--- config.mk ---
export PLATFORM = sky130hd
export DESIGN_NAME = pus_packet_builder_hdlc_framer
export DESIGN_NICKNAME = d
export VERILOG_FILES = /design/src/rtl/pusb_pkg.sv /design/src/rtl/pus_packet_builder_hdlc_framer.sv /design/src/rtl/pusb_front.sv /design/src/rtl/pusb_cmdq.sv /design/src/rtl/pusb_back.sv
export VERILOG_INCLUDE_DIRS = /design/src /design/src/rtl
export SDC_FILE = /design/constraint.sdc
export NUM_CORES = 1
export LEC_CHECK = 0
export BUFFER_PORTS_ARGS = -buffer_cell sky130_fd_sc_hd__buf_2
export CORE_AREA = 2 2 240 242
export CTS_CLUSTER_DIAMETER = 30
export CTS_CLUSTER_SIZE = 40
export DETAILED_ROUTE_END_ITERATION = 8
export DIE_AREA = 0 0 242 244
export GPL_TIMING_DRIVEN = 0
export PLACE_DENSITY = 0.7
export SLEW_MARGIN = 20
export SYNTH_ARGS = -nofsm -noshare
export SYNTH_HDL_FRONTEND = slang
export SYNTH_HIERARCHICAL = 1
export SYNTH_SLANG_ARGS = --single-unit
--- constraint.sdc ---
create_clock -name clk -period 7 [get_ports clk]
set_clock_uncertainty 0.1 [all_clocks]
set_input_delay 0.7 -clock clk [delete_from_list [all_inputs] [get_ports clk]]
set_output_delay 0.7 -clock clk [all_outputs]
set_load 0.02 [all_outputs]
--- src/rtl/pus_packet_builder_hdlc_framer_defines.svh ---
// ----------------------------------------------------------------------------
// PUS packet builder defines
// Assertion macros used by the top-level framer file to check the framer.
// ----------------------------------------------------------------------------
`ifndef PUS_PACKET_BUILDER_HDLC_FRAMER_DEFINES_SVH
`define PUS_PACKET_BUILDER_HDLC_FRAMER_DEFINES_SVH

// Check a consequence in the same cycle as its cause
`define PUSB_ASSERT_NOW(label, ante, cons, msg) \
	label: assert property (@(posedge clk) disable iff (!arst_n) (ante) |-> (cons)) \
		else $error(msg);

// Check a consequence in the cycle after its cause
`define PUSB_ASSERT_NEXT(label, ante, cons, msg) \
	label: assert property (@(posedge clk) disable iff (!arst_n) (ante) |=> (cons)) \
		else $error(msg);

`endif

--- src/rtl/pusb_pkg.sv ---
// ----------------------------------------------------------------------------
// PUS packet builder package
// Framing constants, defaults and the command passed from front to back.
// ----------------------------------------------------------------------------
package pusb_pkg;

	// Framing and stuffing bytes
	localparam logic [7:0] FLAG_BYTE = 8'h7E;
	localparam logic [7:0] ESC_BYTE  = 8'h7D;
	localparam logic [7:0] ESC_FLAG  = 8'h5E;
	localparam logic [7:0] ESC_ESC   = 8'h5D;
	localparam logic [7:0] PAD_BYTE  = 8'h00;

	// Header field constants
	localparam logic [1:0] SEQ_SINGLE  = 2'd3;
	localparam logic [3:0] HDR_VER_NIB = 4'h8;
	localparam logic [3:0] PUS_VER_NIB = 4'h1;
	localparam logic [15:0] LEN_OFFSET = 16'd5;

	// Item and packet kinds
	localparam logic REQ_HDR  = 1'b0;
	localparam logic REQ_DATA = 1'b1;
	localparam logic PKT_TM   = 1'b0;
	localparam logic PKT_TC   = 1'b1;

	// Command body geometry
	localparam int HDR_BYTES  = 10;
	localparam int BODY_IDX_W = $clog2(HDR_BYTES);
	localparam logic [BODY_IDX_W-1:0] HDR_LAST_IDX  = BODY_IDX_W'(HDR_BYTES - 1);
	localparam logic [BODY_IDX_W-1:0] DATA_LAST_IDX = '0;

	// Parameter defaults
	localparam int NUM_APPS_DEF    = 8;
	localparam int MAX_PAYLOAD_DEF = 255;
	localparam int CMDQ_DEPTH_DEF  = 4;
	localparam logic [2:0] OWN_APP_RESET = 3'd1;

	// One unit of work for the byte emitter
	typedef struct packed {
		logic                              is_hdr;   // opening flag first
		logic                              tail;     // pad, checksum, close after body
		logic [BODY_IDX_W-1:0]             last_idx; // index of final body byte
		logic [7:0]                        csum;
		logic [HDR_BYTES-1:0][7:0]         body;
	} cmd_t;

endpackage

--- src/rtl/pus_packet_builder_hdlc_framer.sv ---
// ----------------------------------------------------------------------------
// PUS packet builder with HDLC framing
// Builds byte-stuffed PUS packet frames from header and payload items.
// ----------------------------------------------------------------------------
// A header item opens a frame and a data item adds one payload byte; the frame
// leaves as one byte per output item, frame_last marking the closing flag. The
// front end takes an item whenever the command queue has a free slot, so input
// bursts of up to the queue depth are absorbed at one item per cycle. The
// emitter puts out one byte per cycle unless frame_stall holds it and fetches
// the next command in the cycle that finishes the current one; the sustained
// rate is set by output bytes: a data item yields one byte, two if stuffed,
// plus three or four when it closes the frame; a header item yields 11 to 15
// bytes (only four header bytes can ever need stuffing), three or four more
// with an empty payload. An idle emitter fetches a command before emitting it.
module pus_packet_builder_hdlc_framer #(
	parameter int NUM_APPS    = pusb_pkg::NUM_APPS_DEF,
	parameter int MAX_PAYLOAD = pusb_pkg::MAX_PAYLOAD_DEF,
	parameter int CMDQ_DEPTH  = pusb_pkg::CMDQ_DEPTH_DEF
) (
	input  logic        clk,
	input  logic        arst_n,
	input  logic        cfg_we,
	input  logic [2:0]  cfg_wdata,
	input  logic        req_valid,
	output logic        req_stall,
	input  logic        req_type,
	input  logic [2:0]  app_id,
	input  logic        pkt_type,
	input  logic [3:0]  ack_flags,
	input  logic [7:0]  service_type,
	input  logic [7:0]  service_subtype,
	input  logic [2:0]  dest_id,
	input  logic [7:0]  payload_len,
	input  logic [13:0] seq_in,
	input  logic [7:0]  data_byte,
	output logic        frame_valid,
	input  logic        frame_stall,
	output logic [7:0]  frame_byte,
	output logic        frame_last
);

`include "pus_packet_builder_hdlc_framer_defines.svh"

	logic           accept;
	logic           q_push;
	logic           q_pop;
	logic           q_empty;
	logic           q_full;
	pusb_pkg::cmd_t push_cmd;
	pusb_pkg::cmd_t head_cmd;

	// Stall the input while the queue is full
	assign req_stall = q_full;
	assign accept    = req_valid && !req_stall;

	pusb_front #(
		.NUM_APPS    (NUM_APPS),
		.MAX_PAYLOAD (MAX_PAYLOAD)
	) u_front (
		.clk             (clk),
		.arst_n          (arst_n),
		.cfg_we          (cfg_we),
		.cfg_wdata       (cfg_wdata),
		.accept          (accept),
		.req_type        (req_type),
		.app_id          (app_id),
		.pkt_type        (pkt_type),
		.ack_flags       (ack_flags),
		.service_type    (service_type),
		.service_subtype (service_subtype),
		.dest_id         (dest_id),
		.payload_len     (payload_len),
		.seq_in          (seq_in),
		.data_byte       (data_byte),
		.push            (q_push),
		.cmd             (push_cmd)
	);

	pusb_cmdq #(
		.DEPTH (CMDQ_DEPTH)
	) u_cmdq (
		.clk      (clk),
		.arst_n   (arst_n),
		.push     (q_push),
		.push_cmd (push_cmd),
		.pop      (q_pop),
		.head_cmd (head_cmd),
		.empty    (q_empty),
		.full     (q_full)
	);

	pusb_back u_back (
		.clk         (clk),
		.arst_n      (arst_n),
		.head_cmd    (head_cmd),
		.empty       (q_empty),
		.pop         (q_pop),
		.frame_stall (frame_stall),
		.frame_valid (frame_valid),
		.frame_byte  (frame_byte),
		.frame_last  (frame_last)
	);

	// Closing marker only ever rides on a flag byte
	`PUSB_ASSERT_NOW(a_last_is_flag, frame_valid && frame_last, frame_byte == pusb_pkg::FLAG_BYTE, "frame_last on a non-flag byte")
	// An escape taken is followed at once by its stuffed partner
	`PUSB_ASSERT_NEXT(a_esc_pair, frame_valid && !frame_stall && frame_byte == pusb_pkg::ESC_BYTE, frame_valid && (frame_byte == pusb_pkg::ESC_FLAG || frame_byte == pusb_pkg::ESC_ESC), "escape byte not followed by stuffed byte")
	// The emitter never fetches from an empty queue
	`PUSB_ASSERT_NOW(a_pop_nonempty, q_pop, !q_empty, "command fetched from empty queue")

endmodule

--- src/rtl/pusb_front.sv ---
// ----------------------------------------------------------------------------
// PUS packet builder front end
// Accepts items, tracks the open packet and builds emitter commands.
// ----------------------------------------------------------------------------
module pusb_front #(
	parameter int NUM_APPS    = pusb_pkg::NUM_APPS_DEF,
	parameter int MAX_PAYLOAD = pusb_pkg::MAX_PAYLOAD_DEF
) (
	input  logic                clk,
	input  logic                arst_n,
	input  logic                cfg_we,
	input  logic [2:0]          cfg_wdata,
	input  logic                accept,
	input  logic                req_type,
	input  logic [2:0]          app_id,
	input  logic                pkt_type,
	input  logic [3:0]          ack_flags,
	input  logic [7:0]          service_type,
	input  logic [7:0]          service_subtype,
	input  logic [2:0]          dest_id,
	input  logic [7:0]          payload_len,
	input  logic [13:0]         seq_in,
	input  logic [7:0]          data_byte,
	output logic                push,
	output pusb_pkg::cmd_t      cmd
);

	localparam int CNT_DEPTH = (NUM_APPS < 8) ? NUM_APPS : 8;
	localparam int CIDX_W    = $clog2(CNT_DEPTH);
	localparam int SAT_LEN   = (MAX_PAYLOAD > 255) ? 255 : MAX_PAYLOAD;

	logic [2:0]        own_app_q;
	logic              open_q;
	logic [7:0]        left_q;
	logic [7:0]        xor_q;
	logic [7:0]        seq_cnt_q [CNT_DEPTH];

	logic [7:0]        plen;
	logic              use_cnt;
	logic [CIDX_W-1:0] cnt_idx;
	logic [13:0]       seq;
	logic [15:0]       len_field;
	logic [7:0]        hdr_xor;
	logic              data_tail;
	logic [7:0]        data_xor;
	pusb_pkg::cmd_t    hdr_cmd;
	pusb_pkg::cmd_t    data_cmd;

	// Wrap a 3-bit id into the counter range
	function automatic logic [2:0] wrap_id(input logic [2:0] id);
		logic [2:0] r;
		r = id;
		for (int k = 0; k < 4; k++) begin
			if (int'(r) >= NUM_APPS) begin
				r = r - 3'(NUM_APPS);
			end
		end
		return r;
	endfunction

	// Classify header: saturate length, pick local counter or input count
	always_comb begin
		logic [2:0] widx;
		plen = (payload_len > 8'(SAT_LEN)) ? 8'(SAT_LEN) : payload_len;
		use_cnt = 1'b0;
		widx = wrap_id(dest_id);
		if (pkt_type == pusb_pkg::PKT_TC && dest_id == own_app_q) begin
			use_cnt = 1'b1;
			widx = wrap_id(app_id);
		end else if (pkt_type == pusb_pkg::PKT_TM && app_id == own_app_q) begin
			use_cnt = 1'b1;
			widx = wrap_id(dest_id);
		end
		cnt_idx = widx[CIDX_W-1:0];
		seq = use_cnt ? {6'd0, seq_cnt_q[cnt_idx]} : seq_in;
		len_field = {8'd0, plen} + pusb_pkg::LEN_OFFSET;
	end

	// Assemble the ten header bytes and their checksum
	always_comb begin
		hdr_cmd = '0;
		hdr_cmd.is_hdr   = 1'b1;
		hdr_cmd.last_idx = pusb_pkg::HDR_LAST_IDX;
		hdr_cmd.body[0]  = {3'd0, pkt_type, pusb_pkg::HDR_VER_NIB};
		hdr_cmd.body[1]  = {5'd0, app_id};
		hdr_cmd.body[2]  = {pusb_pkg::SEQ_SINGLE, seq[13:8]};
		hdr_cmd.body[3]  = seq[7:0];
		hdr_cmd.body[4]  = len_field[15:8];
		hdr_cmd.body[5]  = len_field[7:0];
		hdr_cmd.body[6]  = (pkt_type == pusb_pkg::PKT_TC) ?
			{pusb_pkg::PUS_VER_NIB, ack_flags} : {pusb_pkg::PUS_VER_NIB, 4'd0};
		hdr_cmd.body[7]  = service_type;
		hdr_cmd.body[8]  = service_subtype;
		hdr_cmd.body[9]  = {5'd0, dest_id};
		hdr_xor = '0;
		for (int i = 0; i < pusb_pkg::HDR_BYTES; i++) begin
			hdr_xor = hdr_xor ^ hdr_cmd.body[i];
		end
		hdr_cmd.csum = hdr_xor;
		hdr_cmd.tail = (plen == 8'd0);
	end

	// Build a payload command; the last expected byte closes the frame
	always_comb begin
		data_xor  = xor_q ^ data_byte;
		data_tail = (left_q <= 8'd1);
		data_cmd = '0;
		data_cmd.is_hdr   = 1'b0;
		data_cmd.tail     = data_tail;
		data_cmd.last_idx = pusb_pkg::DATA_LAST_IDX;
		data_cmd.csum     = data_xor;
		data_cmd.body[0]  = data_byte;
	end

	// Drop orphan data, forward everything else
	assign push = accept && (req_type == pusb_pkg::REQ_HDR || open_q);
	assign cmd  = (req_type == pusb_pkg::REQ_HDR) ? hdr_cmd : data_cmd;

	// Hold configuration and packet state
	always_ff @(posedge clk or negedge arst_n) begin
		if (!arst_n) begin
			own_app_q <= pusb_pkg::OWN_APP_RESET;
			open_q    <= 1'b0;
			left_q    <= '0;
			xor_q     <= '0;
			for (int i = 0; i < CNT_DEPTH; i++) begin
				seq_cnt_q[i] <= '0;
			end
		end else begin
			if (cfg_we) begin
				own_app_q <= cfg_wdata;
			end
			if (accept && req_type == pusb_pkg::REQ_HDR) begin
				open_q <= (plen != 8'd0);
				left_q <= plen;
				xor_q  <= hdr_xor;
				if (use_cnt) begin
					seq_cnt_q[cnt_idx] <= seq_cnt_q[cnt_idx] + 8'd1;
				end
			end else if (accept && open_q) begin
				xor_q <= data_xor;
				if (data_tail) begin
					open_q <= 1'b0;
					left_q <= '0;
				end else begin
					left_q <= left_q - 8'd1;
				end
			end
		end
	end

endmodule

--- src/rtl/pusb_cmdq.sv ---
// ----------------------------------------------------------------------------
// PUS packet builder command queue
// Short FIFO that decouples command building from byte emission.
// ----------------------------------------------------------------------------
module pusb_cmdq #(
	parameter int DEPTH = pusb_pkg::CMDQ_DEPTH_DEF
) (
	input  logic           clk,
	input  logic           arst_n,
	input  logic           push,
	input  pusb_pkg::cmd_t push_cmd,
	input  logic           pop,
	output pusb_pkg::cmd_t head_cmd,
	output logic           empty,
	output logic           full
);

	localparam int PW = (DEPTH > 1) ? $clog2(DEPTH) : 1;
	localparam int CW = $clog2(DEPTH + 1);

	pusb_pkg::cmd_t slot_q [DEPTH];
	logic [PW-1:0]  wr_ptr_q;
	logic [PW-1:0]  rd_ptr_q;
	logic [CW-1:0]  count_q;

	assign empty    = (count_q == '0);
	assign full     = (count_q == CW'(DEPTH));
	assign head_cmd = slot_q[rd_ptr_q];

	// Store pushed commands
	always_ff @(posedge clk) begin
		if (push) begin
			slot_q[wr_ptr_q] <= push_cmd;
		end
	end

	// Advance pointers and occupancy
	always_ff @(posedge clk or negedge arst_n) begin
		if (!arst_n) begin
			wr_ptr_q <= '0;
			rd_ptr_q <= '0;
			count_q  <= '0;
		end else begin
			if (push) begin
				wr_ptr_q <= (wr_ptr_q == PW'(DEPTH - 1)) ? '0 : wr_ptr_q + 1'b1;
			end
			if (pop) begin
				rd_ptr_q <= (rd_ptr_q == PW'(DEPTH - 1)) ? '0 : rd_ptr_q + 1'b1;
			end
			if (push && !pop) begin
				count_q <= count_q + 1'b1;
			end else if (pop && !push) begin
				count_q <= count_q - 1'b1;
			end
		end
	end

endmodule

--- src/rtl/pusb_back.sv ---
// ----------------------------------------------------------------------------
// PUS packet builder byte emitter
// Walks each command byte by byte, stuffs, and drives the output register.
// ----------------------------------------------------------------------------
module pusb_back (
	input  logic           clk,
	input  logic           arst_n,
	input  pusb_pkg::cmd_t head_cmd,
	input  logic           empty,
	output logic           pop,
	input  logic           frame_stall,
	output logic           frame_valid,
	output logic [7:0]     frame_byte,
	output logic           frame_last
);

	typedef enum logic [2:0] {
		PH_OPEN,
		PH_BODY,
		PH_PAD,
		PH_CSUM,
		PH_CLOSE
	} phase_t;

	phase_t                            phase_q;
	logic                              busy_q;
	logic                              esc_q;
	logic [pusb_pkg::BODY_IDX_W-1:0]   idx_q;
	pusb_pkg::cmd_t                    cmd_q;
	logic                              out_valid_q;
	logic [7:0]                        out_byte_q;
	logic                              out_last_q;

	logic       can_load;
	logic       step;
	logic [7:0] raw;
	logic       need_esc;
	logic [7:0] emit;
	logic       advance;
	logic       finish;

	// Select the raw byte of the current phase
	always_comb begin
		case (phase_q)
			PH_OPEN:  raw = pusb_pkg::FLAG_BYTE;
			PH_BODY:  raw = cmd_q.body[idx_q];
			PH_PAD:   raw = pusb_pkg::PAD_BYTE;
			PH_CSUM:  raw = cmd_q.csum;
			PH_CLOSE: raw = pusb_pkg::FLAG_BYTE;
			default:  raw = pusb_pkg::FLAG_BYTE;
		endcase
	end

	// Stuff flag and escape bytes inside the frame
	always_comb begin
		need_esc = (phase_q inside {PH_BODY, PH_PAD, PH_CSUM}) &&
			(raw == pusb_pkg::FLAG_BYTE || raw == pusb_pkg::ESC_BYTE);
		if (esc_q) begin
			emit = (raw == pusb_pkg::FLAG_BYTE) ? pusb_pkg::ESC_FLAG : pusb_pkg::ESC_ESC;
		end else if (need_esc) begin
			emit = pusb_pkg::ESC_BYTE;
		end else begin
			emit = raw;
		end
	end

	assign can_load = !out_valid_q || !frame_stall;
	assign step     = busy_q && can_load;
	assign advance  = step && (esc_q || !need_esc);
	assign finish   = advance && (phase_q == PH_CLOSE ||
		(phase_q == PH_BODY && idx_q == cmd_q.last_idx && !cmd_q.tail));
	assign pop      = !empty && (!busy_q || finish);

	assign frame_valid = out_valid_q;
	assign frame_byte  = out_byte_q;
	assign frame_last  = out_last_q;

	// Sequence the phases and hold the output register
	always_ff @(posedge clk or negedge arst_n) begin
		if (!arst_n) begin
			phase_q     <= PH_OPEN;
			busy_q      <= 1'b0;
			esc_q       <= 1'b0;
			idx_q       <= '0;
			out_valid_q <= 1'b0;
			out_last_q  <= 1'b0;
		end else begin
			if (can_load) begin
				out_valid_q <= step;
			end
			if (step) begin
				out_byte_q <= emit;
				out_last_q <= (phase_q == PH_CLOSE);
			end
			// Load the next command, or advance within the current one
			if (pop) begin
				cmd_q   <= head_cmd;
				busy_q  <= 1'b1;
				idx_q   <= '0;
				esc_q   <= 1'b0;
				phase_q <= head_cmd.is_hdr ? PH_OPEN : PH_BODY;
			end else begin
				if (finish) begin
					busy_q <= 1'b0;
				end
				if (step) begin
					esc_q <= !esc_q && need_esc;
				end
				if (advance) begin
					case (phase_q)
						PH_OPEN: begin
							phase_q <= PH_BODY;
							idx_q   <= '0;
						end
						PH_BODY: begin
							if (idx_q == cmd_q.last_idx) begin
								phase_q <= PH_PAD;
							end else begin
								idx_q <= idx_q + 1'b1;
							end
						end
						PH_PAD:   phase_q <= PH_CSUM;
						PH_CSUM:  phase_q <= PH_CLOSE;
						PH_CLOSE: phase_q <= PH_OPEN;
						default:  phase_q <= PH_OPEN;
					endcase
				end
			end
		end
	end

endmodule
==> impl_metrics.csv <==
group,metric,value,unit
status,outcome,"finished, final reports clean",
setup_path,critical_path_cell_list,"buf_4, buf_12, mux2i_1, a22oi_1, and3_1, a2111oi_1, or4_4, nor3_2, a211oi_4, and2_4, buf_12, buf_12",
placed_design,place_worst_setup_slack,1.99,ns
routing,via_count,15100,
min_path,hold_path.class,"primary input to flip-flop",
sta,min_period_over_period,71.0,%
finish,post-route-util,55.1,%
clocking,clk_transition_reported_paths,0.05,ns
finish,final_layout_size_suffix_gt1_share,28.5,%
synthesis,post_synth_num_cell_types,90,
clocking,cts.repair.resized,0,
synthesis,synth_area_leader_cell,"sky130_fd_sc_hd__edfxtp_1",
synthesis,synth_enable_flop_cells,477,
clocking,cts.path.max_buffers,3,
pwr,leakage_power,11.4,nW
global_route,globalRouteOverflowTotal,0,
flow_run,max_cap_violation_count,0,
setup_path,slowest_stage,"sky130_fd_sc_hd__a2111oi_1",
sta,clock.fmax,201,MHz
finish,finish.net_count,1874,
finish,regArea,16900,um2
finish,layout_commonest_cell,"sky130_fd_sc_hd__edfxtp_1",
routing,routed_via_density,5.68,
finish,commonest_cells_after_routing_fill_and_taps_aside,"477 x sky130_fd_sc_hd__edfxtp_1, 113 x sky130_fd_sc_hd__nor2_1, 111 x sky130_fd_sc_hd__clkbuf_16",
sta,grt_setup_unrepaired,"false",
global_route,number_of_antenna_violations_at_the_first_check_in_global_routing,7,
finish,filler_cell_count,4427,
synthesis,synth_largest_type_area_fraction,56.9,%
setup_path,cp_slowest_stage_delay,0.71,ns
floorplanning,initial_utilization,44.8,%
sta,fin_ws,2.03,ns
global_route,globalRouteTotalUtil,21.8,%
setup_path,worstPathMaxFanout,34,
sta,finalCriticalPeriod,4.97,ns
sta,timing.slew.headroom,35.9,%
clocking,tritoncts.num_buffers,110,
global_route,grt_start_max_net_pins,61,
sta,final_max_slew_viols,0,
clocking,clk-insertion-delay-late,0.67,ns
synthesis,fraction_of_synthesis_flops_using_an_asynchronous_set_or_reset_pin,17.6,%
synthesis,synthCells,1576,
pwr,irDropWorstVdd,0.000250,V
floorplanning,design.portCount,77,
synthesis,synth.yosys.seq_area_share,67.1,%
setup_path,worstSetupPathType,"flip-flop to flip-flop",
clocking,post_cts_hold_buffer_count,1,
routing,final_antenna_net_count,0,
setup_path,cp-end-kind,"flip-flop",
synthesis,post_synth_instance_area,25200,um2
finish,multiInputGateArea,7570,um2
setup_path,start_kind,"flip-flop",
floorplanning,num_rows,87,
routing,wirelength_per_cell,24.1,um
sta,max_slew.worst_pin.slew,0.953,ns
setup_path,cpMostUsedCell,"sky130_fd_sc_hd__buf_12",
clocking,ctsRootBufferMaster,"sky130_fd_sc_hd__clkbuf_16",
clocking,cts_num_sinks,579,
sta,final.setup.tns,0,ns
clocking,cts_tree,"built",
sta,hold_violations,0,
global_route,first_global_vias,15100,
clocking,ctsHtreeMaxLevel,3,
finish,layout-area-overhead-vs-synth,23.0,%
synthesis,biggest_area_contributors_in_the_synthesized_netlist,"sky130_fd_sc_hd__edfxtp_1 57%, sky130_fd_sc_hd__dfrtp_1 10%, sky130_fd_sc_hd__mux4_2 9.0%",
routing,detailedRoute.firstPassIterationCount,7,
floorplanning,chipHeight,244,um
routing,drt_first_iter_violations,1359,
pwr,power.density_cell_area,436,nW/um2
floorplanning,die_width,242,um
synthesis,syn_avg_cell_area,16.0,um2
placed_design,buffer_ports.inserted,74,
routing,post-route-drc-count,0,
placed_design,hpwl,42.7,mm
clocking,postCtsSetupRepairBufs,0,
synthesis,ffs_latches_synth,579,
sta,setup_viol_count_final,0,
synthesis,count_of_yosys_warnings_during_synthesis,6,
global_route,grt_pass1_wl,96.0,mm
setup_path,worst_ep_arrival_time,5.20,ns
floorplanning,die_area,59000,um2
placed_design,routabilityCongestion,0.927,
synthesis,ys.flop_type,"sky130_fd_sc_hd__edfxtp_1",
routing,totalWireLength,64.0,mm
pwr,post-layout-total-power,13.5,mW
floorplanning,coreArea,56200,um2
setup_path,required,7.23,ns
[layer usage]
| metal | track usage (%) | wire length, um | up-vias |
|---|---|---|---|
| met5 | 0 | 41 | - |
| met4 | 6.88 | 1890 | 6 |
| met3 | 4.98 | 4870 | 128 |
| met2 | 35.6 | 31000 | 668 |
| met1 | 29.1 | 26200 | 7702 |
| li1 | - | - | 6552 |
[where the power goes]
part | total [mW] | switching [mW] | internal [mW]
sequential | 4.80 | 0.238 | 4.57
clock | 5.66 | 1.86 | 3.80
combinational | 3.04 | 1.73 | 1.31
[critical path, delay by kind of cell, from the launching register on]
| family | cells | cell delay (ns) |
|---|---|---|
| flops | 1 | 0.40 |
| mux | 1 | 0.48 |
| buf+inv | 4 | 0.92 |
| compound gates | 3 | 1.53 |
| simple gates | 4 | 1.15 |
[final timing paths]
check                      cells past startpoint              start  slack [ns]                    end
min                                            2       cfg_wdata[0]        0.19   u_front/own_app_q[0]
min in group asynchronous                      2             arst_n        0.46  u_front/seq_cnt_q[13]
max in group asynchronous                      3             arst_n        5.64          u_back/busy_q
min reg2reg                                    2  u_back/frame_last        0.36      u_back/frame_last
max                                           12    u_back/idx_q[0]        2.03       u_back/cmd_q[31]
max reg2reg                                   12    u_back/idx_q[0]        2.03       u_back/cmd_q[31]
[cells in the mapped netlist, types with 6 or more instances]
master and number:
sky130_fd_sc_hd__buf_2 24, sky130_fd_sc_hd__nor3b_1 8, sky130_fd_sc_hd__nand2b_1 11, sky130_fd_sc_hd__and2_1 18
sky130_fd_sc_hd__o22ai_1 6, sky130_fd_sc_hd__o211ai_1 10, sky130_fd_sc_hd__xnor2_1 45, sky130_fd_sc_hd__mux2i_1 57
sky130_fd_sc_hd__a21oi_1 75, sky130_fd_sc_hd__mux4_2 101, sky130_fd_sc_hd__and3_1 21, sky130_fd_sc_hd__nand3_1 21
sky130_fd_sc_hd__nor3_1 24, sky130_fd_sc_hd__nor2b_1 27, sky130_fd_sc_hd__xor2_1 29, sky130_fd_sc_hd__a22oi_1 13
sky130_fd_sc_hd__dfrtp_1 101, sky130_fd_sc_hd__clkbuf_1 36, sky130_fd_sc_hd__nand2_1 69, sky130_fd_sc_hd__edfxtp_1 477
sky130_fd_sc_hd__mux2_2 53, sky130_fd_sc_hd__o21ai_0 42, sky130_fd_sc_hd__buf_4 37, sky130_fd_sc_hd__a211o_1 6
sky130_fd_sc_hd__nor2_1 113, sky130_fd_sc_hd__a211oi_1 7, sky130_fd_sc_hd__inv_1 21, sky130_fd_sc_hd__ha_1 12
[sequential cells by signal, summed over array words and instances (netlist names)]
register and flops:
u_back/esc_q 1, u_cmdq/rd_ptr_q 2, u_back/frame_valid 1, u_cmdq/slot_q 376
u_back/frame_byte 8, u_front/open_q 1, u_back/phase_q 3, u_back/busy_q 1
u_front/seq_cnt_q 64, u_back/idx_q 4, u_cmdq/wr_ptr_q 2, u_cmdq/count_q 3
u_back/frame_last 1, u_front/xor_q 8, u_back/cmd_q 93, u_front/left_q 8
u_front/own_app_q 3
[logic make-up after synthesis]
kind of cell	synth area share, %
xor+xnor	2.70
other cells	0.0149
fa+ha+maj	0.676
buf+inv	3.22
compound gates	5.89
simple gates	6.64
flops	67.1
mux	13.8
[stage by stage]
step | hold WS, ns | cells | instance area, um2
after floorplan | 0.304 | 1597 | 25200
after global placement | 0.369 | 2427 | 26600
after detailed placement | 0.359 | 2438 | 26800
after CTS | 0.168 | 2649 | 30900
after global routing | 0.174 | 2649 | 30900
final | 0.195 | 2651 | 31000
[final cells by class]
type / instances / area share, %
Sequential cell: 579 / 54.5
Multi-Input combinational cell: 882 / 24.5
Clock buffer: 128 / 9.37
Clock inverter: 82 / 3.85
Tap cell: 756 / 3.06
Buffer: 111 / 2.32
Timing Repair Buffer: 86 / 2.11
Inverter: 25 / 0.303
Antenna cell: 2 / 0.0162
(Power assumes the default switching activity.)
